`config.mk`:
```
export PLATFORM = sky130hd
export DESIGN_NAME = longest_increasing_subsequence_length
export DESIGN_NICKNAME = d
export VERILOG_FILES = /design/src/design/lisl_pkg.sv /design/src/design/lisl_pile_store.sv /design/src/design/lisl_search.sv /design/src/design/longest_increasing_subsequence_length.sv
export SDC_FILE = /design/constraint.sdc
export NUM_CORES = 2
export LEC_CHECK = 0
export BUFFER_PORTS_ARGS = -buffer_cell sky130_fd_sc_hd__buf_4
export CORE_UTILIZATION = 57
export DETAILED_ROUTE_END_ITERATION = 7
export GPL_ROUTABILITY_DRIVEN = 0
export PLACE_DENSITY = 0.76
export SLEW_MARGIN = 0
export SYNTH_ARGS = -nofsm -noshare
export SYNTH_HDL_FRONTEND = slang
export SYNTH_SLANG_ARGS = --single-unit
```
`constraint.sdc`:
```
create_clock -name clk_i -period 6.6 [get_ports clk_i]
set_input_delay 0.99 -clock clk_i [delete_from_list [all_inputs] [get_ports clk_i]]
set_output_delay 0.99 -clock clk_i [all_outputs]
set_load 0.1 [all_outputs]
```
`src/design/lisl_pkg.sv`:
```
// Shared types and constants for the longest increasing subsequence length block.
// No dependencies; imported by the search sequencer, the top level and the checker.
package lisl_pkg;

  localparam int unsigned LIS_W            = 7;
  localparam int unsigned MAX_PILES_DEFAULT = 64;
  localparam int unsigned KEY_BITS_DEFAULT  = 32;

  // One result transaction, lis_length in the lowest bits.
  typedef struct packed {
    logic             done_res;
    logic             overflow;
    logic [LIS_W-1:0] lis_length;
  } res_t;

endpackage

```
`src/design/lisl_pile_store.sv`:
```
// Pile top memory: one write port and one registered read port.
// No dependencies; instantiated by the top level.
module lisl_pile_store #(
  parameter int unsigned DEPTH = 64,
  parameter int unsigned WIDTH = 32,
  localparam int unsigned AW   = $clog2(DEPTH)
) (
  input  logic             clk_i,
  input  logic             we_i,
  input  logic [AW-1:0]    waddr_i,
  input  logic [WIDTH-1:0] wdata_i,
  input  logic [AW-1:0]    raddr_i,
  output logic [WIDTH-1:0] rdata_o
);

  logic [WIDTH-1:0] mem_q [DEPTH];
  logic [WIDTH-1:0] rdata_q;

  always_ff @(posedge clk_i) begin
    if (we_i) begin
      mem_q[waddr_i] <= wdata_i;
    end
  end

  always_ff @(posedge clk_i) begin
    rdata_q <= mem_q[raddr_i];
  end

  assign rdata_o = rdata_q;

endmodule

```
`src/design/lisl_search.sv`:
```
// Sequencer and shared compare unit: binary search over the pile tops and write-back.
// Depends on lisl_pkg; drives the pile store ports and hands results to the top level.
module lisl_search import lisl_pkg::*; #(
  parameter int unsigned MAX_PILES = MAX_PILES_DEFAULT,
  parameter int unsigned KEY_BITS  = KEY_BITS_DEFAULT,
  localparam int unsigned CNT_W    = $clog2(MAX_PILES + 1),
  localparam int unsigned IDX_W    = $clog2(MAX_PILES)
) (
  input  logic                clk_i,
  input  logic                rst_ni,
  input  logic                in_valid_i,
  output logic                in_ready_o,
  input  logic [KEY_BITS-1:0] key_i,
  input  logic                first_i,
  input  logic                last_i,
  output logic [IDX_W-1:0]    mem_raddr_o,
  input  logic [KEY_BITS-1:0] mem_rdata_i,
  output logic                mem_we_o,
  output logic [IDX_W-1:0]    mem_waddr_o,
  output logic [KEY_BITS-1:0] mem_wdata_o,
  output logic                res_valid_o,
  input  logic                res_ready_i,
  output res_t                res_o
);

  typedef enum logic [2:0] {
    ST_IDLE   = 3'b001,
    ST_SEARCH = 3'b010,
    ST_WRITE  = 3'b100
  } state_e;

  state_e state_q, state_d;
  logic [CNT_W-1:0] lo_q, lo_d, hi_q, hi_d, mid_q, mid_d, n_q, n_d, n_next;
  logic [CNT_W:0] mid_sum;
  logic ovf_q, ovf_d, ovf_next;
  logic [KEY_BITS-1:0] key_q, key_d;
  logic last_q, last_d;
  logic at_end, pile_full, commit;
  logic [CNT_W+LIS_W-1:0] len_ext;

  // The search ended past the last pile in use: a new pile, or an overflow when full.
  assign at_end    = (lo_q == n_q);
  assign pile_full = (n_q == CNT_W'(MAX_PILES));
  assign n_next    = (at_end && !pile_full) ? n_q + 1'b1 : n_q;
  assign ovf_next  = ovf_q | (at_end && pile_full);
  assign commit    = (state_q == ST_WRITE) && res_ready_i;

  always_comb begin
    state_d    = state_q;
    lo_d       = lo_q;
    hi_d       = hi_q;
    n_d        = n_q;
    ovf_d      = ovf_q;
    key_d      = key_q;
    last_d     = last_q;
    in_ready_o = 1'b0;
    unique case (state_q)
      ST_IDLE: begin
        in_ready_o = 1'b1;
        if (in_valid_i) begin
          key_d  = key_i;
          last_d = last_i;
          lo_d   = '0;
          if (first_i) begin
            n_d   = '0;
            ovf_d = 1'b0;
            hi_d  = '0;
          end else begin
            hi_d = n_q;
          end
          state_d = (hi_d == '0) ? ST_WRITE : ST_SEARCH;
        end
      end
      ST_SEARCH: begin
        // The read data is the top of pile mid_q, requested in the previous cycle.
        if ($signed(mem_rdata_i) < $signed(key_q)) begin
          lo_d = mid_q + 1'b1;
        end else begin
          hi_d = mid_q;
        end
        if (lo_d == hi_d) begin
          state_d = ST_WRITE;
        end
      end
      ST_WRITE: begin
        if (res_ready_i) begin
          n_d     = n_next;
          ovf_d   = ovf_next;
          state_d = ST_IDLE;
        end
      end
      default: begin
        state_d = ST_IDLE;
      end
    endcase
  end

  // Next probe address is the midpoint of the updated interval.
  assign mid_sum     = {1'b0, lo_d} + {1'b0, hi_d};
  assign mid_d       = mid_sum[CNT_W:1];
  assign mem_raddr_o = mid_d[IDX_W-1:0];

  assign mem_we_o    = commit && !(at_end && pile_full);
  assign mem_waddr_o = lo_q[IDX_W-1:0];
  assign mem_wdata_o = key_q;

  assign len_ext          = {{LIS_W{1'b0}}, n_next};
  assign res_valid_o      = (state_q == ST_WRITE);
  assign res_o.lis_length = len_ext[LIS_W-1:0];
  assign res_o.overflow   = ovf_next;
  assign res_o.done_res   = last_q;

  always_ff @(posedge clk_i or negedge rst_ni) begin
    if (!rst_ni) begin
      state_q <= ST_IDLE;
      n_q     <= '0;
      ovf_q   <= 1'b0;
    end else begin
      state_q <= state_d;
      n_q     <= n_d;
      ovf_q   <= ovf_d;
    end
  end

  always_ff @(posedge clk_i) begin
    lo_q   <= lo_d;
    hi_q   <= hi_d;
    mid_q  <= mid_d;
    key_q  <= key_d;
    last_q <= last_d;
  end

endmodule

```
`src/design/longest_increasing_subsequence_length.sv`:
```
// Longest strictly increasing subsequence length by patience sorting. Each input
// transaction carries one signed key (the low KEY_BITS bits of tdata) and a first flag
// on tuser that empties all piles before the key is placed. The block keeps the top key
// of each pile in a memory, finds the first pile whose top is not less than the key by
// a binary search, and replaces that top, or opens a new pile after the last one in use.
// Exactly one output transaction follows every input: tdata holds the number of piles in
// use (the subsequence length, masked to 7 bits) and an overflow bit that is set once a
// key needed a pile beyond MAX_PILES and stays set until the next first flag; tlast
// copies the input tlast. A key passes through the accept state, then the probes of a
// binary search, one per cycle through the single read port of the pile memory, and
// the write-back state. The block takes one key at a time; a finished result sits in an
// output register, so the next key is accepted while it waits. The pile memory needs no
// clearing after reset, since only piles below the count in use are ever compared.
//
// Depends on lisl_pkg, lisl_search and lisl_pile_store.
module longest_increasing_subsequence_length import lisl_pkg::*; #(
  parameter int unsigned MAX_PILES = MAX_PILES_DEFAULT,
  parameter int unsigned KEY_BITS  = KEY_BITS_DEFAULT,
  localparam int unsigned S_TDATA_W = ((KEY_BITS + 7) / 8) * 8,
  localparam int unsigned IDX_W     = $clog2(MAX_PILES)
) (
  input  logic                 clk_i,
  input  logic                 rst_ni,
  input  logic                 s_axis_tvalid,
  output logic                 s_axis_tready,
  input  logic [S_TDATA_W-1:0] s_axis_tdata,  // key, zero padding above
  input  logic                 s_axis_tuser,  // first
  input  logic                 s_axis_tlast,  // last
  output logic                 m_axis_tvalid,
  input  logic                 m_axis_tready,
  output logic [7:0]           m_axis_tdata,  // lis_length[6:0], overflow
  output logic                 m_axis_tlast   // done_res
);

  logic                mem_we;
  logic [IDX_W-1:0]    mem_waddr, mem_raddr;
  logic [KEY_BITS-1:0] mem_wdata, mem_rdata;
  logic                res_valid, res_ready;
  res_t                res;
  logic                m_valid_q;
  res_t                m_res_q;

  lisl_search #(
    .MAX_PILES(MAX_PILES),
    .KEY_BITS (KEY_BITS)
  ) u_search (
    .clk_i      (clk_i),
    .rst_ni     (rst_ni),
    .in_valid_i (s_axis_tvalid),
    .in_ready_o (s_axis_tready),
    .key_i      (s_axis_tdata[KEY_BITS-1:0]),
    .first_i    (s_axis_tuser),
    .last_i     (s_axis_tlast),
    .mem_raddr_o(mem_raddr),
    .mem_rdata_i(mem_rdata),
    .mem_we_o   (mem_we),
    .mem_waddr_o(mem_waddr),
    .mem_wdata_o(mem_wdata),
    .res_valid_o(res_valid),
    .res_ready_i(res_ready),
    .res_o      (res)
  );

  lisl_pile_store #(
    .DEPTH(MAX_PILES),
    .WIDTH(KEY_BITS)
  ) u_pile_store (
    .clk_i  (clk_i),
    .we_i   (mem_we),
    .waddr_i(mem_waddr),
    .wdata_i(mem_wdata),
    .raddr_i(mem_raddr),
    .rdata_o(mem_rdata)
  );

  // Output register: a new result may load when the slot is empty or is being taken.
  assign res_ready = !m_valid_q || m_axis_tready;

  always_ff @(posedge clk_i or negedge rst_ni) begin
    if (!rst_ni) begin
      m_valid_q <= 1'b0;
    end else if (res_valid && res_ready) begin
      m_valid_q <= 1'b1;
    end else if (m_axis_tready) begin
      m_valid_q <= 1'b0;
    end
  end

  always_ff @(posedge clk_i) begin
    if (res_valid && res_ready) begin
      m_res_q <= res;
    end
  end

  assign m_axis_tvalid = m_valid_q;
  assign m_axis_tdata  = {m_res_q.overflow, m_res_q.lis_length};
  assign m_axis_tlast  = m_res_q.done_res;

endmodule

```
==> Word-level counts from Yosys, hierarchy flattened <==
Memory sizes are Yosys's and may differ from the RTL's. A register that Yosys moved wholly into a read port is not among the register bits.
Index checks and enable logic that the tools add are counted.
{ "op_classes": {"n_bitwise": 1, "n_addsub": 3, "n_reduce_logical": 15, "order_cmp": 1, "muxes": 28, "eq_ne": 10} }
{ "op_table": {"columns": ["operator", "n"], "rows": [
  ["$mux 7", 11],
  ["$pmux 7 s2", 3],
  ["$lt 32x32->1", 1],
  ["$add 7x1->7 const B", 2],
  ["$eq 7x7->1", 2],
  ["$mux 3", 4],
  ["$pmux 3 s3", 1],
  ["$add 7x7->8", 1],
  ["$mux 1", 8],
  ["$eq 7x7->1 const B", 1],
  ["$logic_not 7->1", 1],
  ["$reduce_and 3->1", 2],
  ["$logic_and 1x1->1", 4],
  ["$ne 2x1->1 const B", 2],
  ["$ne 2x2->1 const B", 2],
  ["$reduce_and 4->1", 1],
  ["$reduce_bool 2->1", 2],
  ["$eq 3x1->1 const B", 1],
  ["$eq 3x2->1 const B", 1],
  ["$eq 3x3->1 const B", 1],
  ["$logic_not 1->1", 3],
  ["$pmux 1 s2", 1],
  ["$reduce_and 2->1", 1],
  ["$logic_or 1x1->1", 1],
  ["$or 1x1->1", 1]
]} }
{ "word_totals": {"out_inout_bits": 11, "reg_bits": 75, "elab_cells": 71, "mem_bits_rw": 2048, "memories": 1} }
{ "memory_table": {"columns": ["memory", "depth", "word_bits", "read_ports", "rd_ports_with_merged_regs", "wr", "line_no", "source"], "rows": [
  ["u_pile_store.mem_q", 64, 32, 1, 1, 1, "lisl_pile_store.sv:16", "logic [WIDTH-1:0] mem_q [DEPTH];"]
]} }

==> Logic depth before layout (Yosys ltp) <==
{ "logic_depth": {"ltp_word": 7, "depth_mapped": 23, "mapped_depth_nobuf": 21} }

==> By module <==
Synthesis repeated with hierarchy kept, for this count alone.
{ "unflattened": {"hier_cells": 3726, "hier_area_um2": 82768.1} }
{ "by_module_without_submodules": {"columns": ["module", "seq_area_each_um2", "cells_each", "instances", "area_per_inst_um2"], "rows": [
  ["lisl_pile_store", 62139.6, 3324, 1, 78515.3],
  ["lisl_search", 1687.9, 389, 1, 3928.8],
  ["longest_increasing_subsequence_length", 295.3, 13, 1, 324.1]
]} }

==> Worst setup path before layout <==
No wires, ideal clock.
{ "synth_timing": {"path_kind": "register -> register", "start": "register u_search.state_q[0]", "end": "register u_pile_store.rdata_q[10], in the netlist u_pile_store.rdata_o[10], read port of u_pile_store.mem_q", "period_less_slack_ps": 7965, "arrival_time_ps": 7835, "path_stages_with_launch": 16, "t_required_ps": 6470, "setup_slack_ps": -1365, "path_cell_list": "dfstp_2 -> nor3b_1 -> nand2_1 -> inv_1 -> nor2_1 -> a222oi_1 -> fa_1 -> clkbuf_1 -> clkbuf_1 -> buf_1 -> clkbuf_1 -> mux4_2 -> nand2_1 -> a21oi_1 -> o211ai_1 -> o211ai_1"} }
{ "synth_via": {"elab_chain_cells": 3} }
{ "synth_lines": {"columns": ["element", "line_no", "source"], "rows": [
  ["start, declared", "lisl_search.sv:32", "state_e state_q, state_d;"],
  ["start signal, assigned", "lisl_search.sv:119", "state_q <= state_d;"],
  ["$eq 3x2->1 / $eq 3x1->1 (equally long branches)", "lisl_search.sv:57", "unique case (state_q)"],
  ["$pmux 7 s2", "lisl_search.sv:57", null],
  ["$add 7x7->8 *", "lisl_search.sv:99", "assign mid_sum = {1'b0, lo_d} + {1'b0, hi_d};"],
  ["end, declared", "lisl_pile_store.sv:17", "logic [WIDTH-1:0] rdata_q;"]
]} }
Every way passes the cells marked *; elsewhere a longest branch is shown, timed or not.
A chain may end at the register's enable or synchronous reset.

==> Final worst setup path <==
{ "layout_timing": {"start": "register u_pile_store.rdata_q[9], in the netlist u_pile_store.rdata_o[9], read port of u_pile_store.mem_q", "end": "register u_pile_store.rdata_q[27], in the netlist u_pile_store.rdata_o[27], read port of u_pile_store.mem_q"} }
{ "layout_via": {"elab_chain_cells": 5} }
{ "layout_lines": {"columns": ["element", "line_no", "source"], "rows": [
  ["$lt 32x32->1 *", "lisl_search.sv:76", "if ($signed(mem_rdata_i) < $signed(key_q)) begin"],
  ["$mux 7", "lisl_search.sv:76", null],
  ["$mux 7", "lisl_search.sv:57", null],
  ["$pmux 7 s2", "lisl_search.sv:57", null],
  ["$add 7x7->8 *", "lisl_search.sv:99", null]
]} }
Every way passes the cells marked *; elsewhere a longest branch is shown, timed or not. The select of a mux whose other input is x is not followed.

==> metrics.txt <==
Die Wd=384.3 um; cts bufs inserted=204; synth-to-layout area growth=13.81%; max-slew violations=0; outcome=finished, final reports clean; # fillers=8972; placed cells=5980; Antenna Violating Nets Remaining=0; syn avg cell area=20.87 um2; Initial Util=57.72%; DP Wirelength=118.0 mm; most common cell after layout, fill and taps aside=edfxtp_1; worst endpoint required time=7.29 ns; crit path kind=reg2reg; die span in y=384.3 um; max-cap viol count=0; critical path's top delay family=compound AO/OA/AOI/OAI gates; I/O Buffers=48; Pre-Repair DR Iteration Count=6; Synth Net Count=4071; row count=139; Tot Pwr=0.03359 W; Post-CTS Setup Inserts=0; initial antenna violation count=7; Final Hold Vio Count=0; maximum clock frequency=156.1 MHz; Final Core Density=65.69%; hold_sp=s_axis_tdata[4]; Critical Path Sink Type=flop; Final Skew=0.03501 ns; M1 WL=78.15 mm; crit path time final=6.407 ns; root buf cell=clkbuf_16; Worst slew margin=15.72%; Synth area leader=edfxtp_1; post-synthesis cell area=83310 um2; TritonCTS Sinks=2155; r2r startpoint=u_pile_store.rdata_o[9]; # IOs=49; GRT Residual Overflow=0; final wirelength=214.7 mm; gr usage total=29.62%; P_leak=30.31 nW; die footprint=147700 um2; CP max stage delay=1.03 ns; ys flop type=edfxtp_1; worst skew pair latency=0.86 ns; largest net degree at the start of global routing=115; Worst setup SP type=flop; commonest cells after routing, fill and taps aside=edfxtp_1 (2090), mux4_2 (544), nand2_1 (356); drt drc=0; Final Setup Violations=0; YS warnings=0; Synth area leaders=edfxtp_1 (75%), mux4_2 (15%), nand2_1 (1.6%), dfxtp_1 (1.3%), a21oi_1 (1.1%); critical path cell sequence=ha_1 > a21oi_1 > o21a_1 > a2bb2oi_1 > a311oi_4 > a211oi_4 > buf_4 > a222oi_1 > fa_4 > buf_12 > buf_12 > buf_4 > mux4_2 > nand2_1 > a21oi_1 > o211ai_1 > o211ai_1; core area=144400 um2; power per cell area=354.2 nW/um2; Mapped Cells=3992; CTS tree=built; global-route wire length before repair=307.1 mm; WL met3=28.21 mm; Final period util=97.07%; Iter 0 DRT Violations=6375; Arrival @ worst endpoint=7.09 ns; via density per instance=6.785; Clock transition at path regs=0.06 ns; worst setup path start=u_pile_store.rdata_o[9]; Final nets=4363; Slew @ Worst Pin=1.261 ns; final worst slack=0.1931 ns; share of the synthesized area in the top cell type=75.33%; WP buf/inv=4; WL/cell=33.74 um; H-tree depth=4; Async SR Flop Fraction=0.5568%; Max IR drop VDD=329.4 uV; Yosys cell types=65; Max Root-Sink Buffers=3; Synth Register Bits=2155; Post-Layout Inst Area=94820 um2; worst slack at placement=-0.002238 ns; area of placed instances=88090 um2; vias in the first global route=42902; EDFF count, synth=2090; Layout Cells excl Fill=6363; Vias=43176; post-synthesis sequential area ratio=76.96%; met2 wire len=98.77 mm; critical path's slowest cell=fa_4; share of layout cells above drive strength 1=27.93%; CP max FO=20; Hold Path Class=in2reg; uppermost layer routed=met5
[metal layers]
metal  global-route usage [%]  up-vias
met3                    7.842      467
met1                    41.92    22468
met5                        0        -
met4                    12.51       12
li1                         -    17110
met2                    44.21     3119
[state kept, by name, summed over array words and instances (netlist names), 3 cells and up]
register and count:
m_axis_tdata 8, u_pile_store.mem_q 2048, u_pile_store.rdata_o 32, u_search.hi_q 7, u_search.lo_q 7, u_search.mem_wdata_o 32, u_search.mid_q 7, u_search.n_q 7
u_search.state_q 3
[worst paths after layout]
kind	cells after the start	slack, ns	end
worst max register to register	17	0.19	u_pile_store.rdata_o[27]
worst max-delay path	17	0.19	u_pile_store.rdata_o[27]
worst min register to register	0	0.42	m_axis_tlast
worst min-delay path	1	0.31	u_search.mem_wdata_o[4]
min in group asynchronous	2	0.61	m_axis_tvalid
max in group asynchronous	2	5.75	u_search.state_q[0]
[power by group]
| group | internal [W] | leakage [nW] | switching (W) |
|---|---|---|---|
| Sequential | 0.0159 | 19.4 | 0.000211 |
| Combinational | 0.00206 | 7.68 | 0.00371 |
| Clock | 0.00654 | 3.23 | 0.00512 |
[synth_stat cells (3+ instances only)]
| master | instances |
|---|---|
| a21oi_1 | 182 |
| ha_1 | 40 |
| buf_1 | 33 |
| mux4_2 | 544 |
| clkbuf_1 | 152 |
| a2111oi_0 | 34 |
| and3_1 | 3 |
| a21o_1 | 3 |
| mux2i_1 | 3 |
| o21a_1 | 4 |
| buf_2 | 32 |
| o211ai_1 | 96 |
| nand2b_1 | 3 |
| a22o_1 | 10 |
| nand4_1 | 9 |
| edfxtp_1 | 2090 |
| nand3_1 | 8 |
| nand2_1 | 356 |
| nor2b_1 | 3 |
| buf_6 | 3 |
| nor4_1 | 3 |
| a211oi_1 | 4 |
| inv_1 | 53 |
| nand3b_1 | 5 |
| nor2_1 | 87 |
| and2_1 | 34 |
| a311oi_1 | 35 |
| xor2_1 | 14 |
| dfrtp_1 | 11 |
| o21ai_0 | 13 |
| a31oi_1 | 3 |
| dfxtp_1 | 53 |
| xnor2_1 | 19 |
| nor3_1 | 7 |
| a222oi_1 | 4 |
[cells by family (layout without fill, tap and decap cells)]
family                   after synthesis  in the layout  synth area share, %
flip-flops                          2155           2155                76.96
multiplexers                         547            547                14.74
AND/OR/NAND/NOR                      531            531                2.678
AO/OA/AOI/OAI                        407            407                3.278
buffers and inverters                276            741                1.328
adder cells (fa/ha/maj)               41             41               0.6247
XOR/XNOR                              35             35               0.3860
other                                  0              3                    0
[area by class of cell]
| type | count | area (um2) | share of cell area (%) |
|---|---|---|---|
| well taps | 1903 | 2381 | 2.511 |
| inverters | 54 | 210.2 | 0.2217 |
| diodes | 3 | 7.507 | 0.007917 |
| repair buffers | 308 | 2769 | 2.920 |
| flip-flops and latches | 2155 | 64120 | 67.62 |
| multi-input cells | 1561 | 18670 | 19.69 |
| clock inverters | 119 | 1242 | 1.310 |
| clock buffers | 260 | 5418 | 5.713 |
[stage by stage]
stage	TNS (ns)	hold slack, ns
CTS	0	0.2553
global route	-0.004647	0.2743
global placement	0	0.4045
finish	0	0.3142
floorplan	-0.5710	0.4003
detailed placement	-0.002238	0.4126
[timing repair]
action / 4_1_cts / 5_1_grt
hold buffers: 1 / 0
gates resized for setup: 1 / 13
pin swaps: 0 / 1
setup endpoints to repair: 1 / 16
hold endpoints to repair: 11 / 0
No activity file was read; power rests on OpenSTA's default activity.
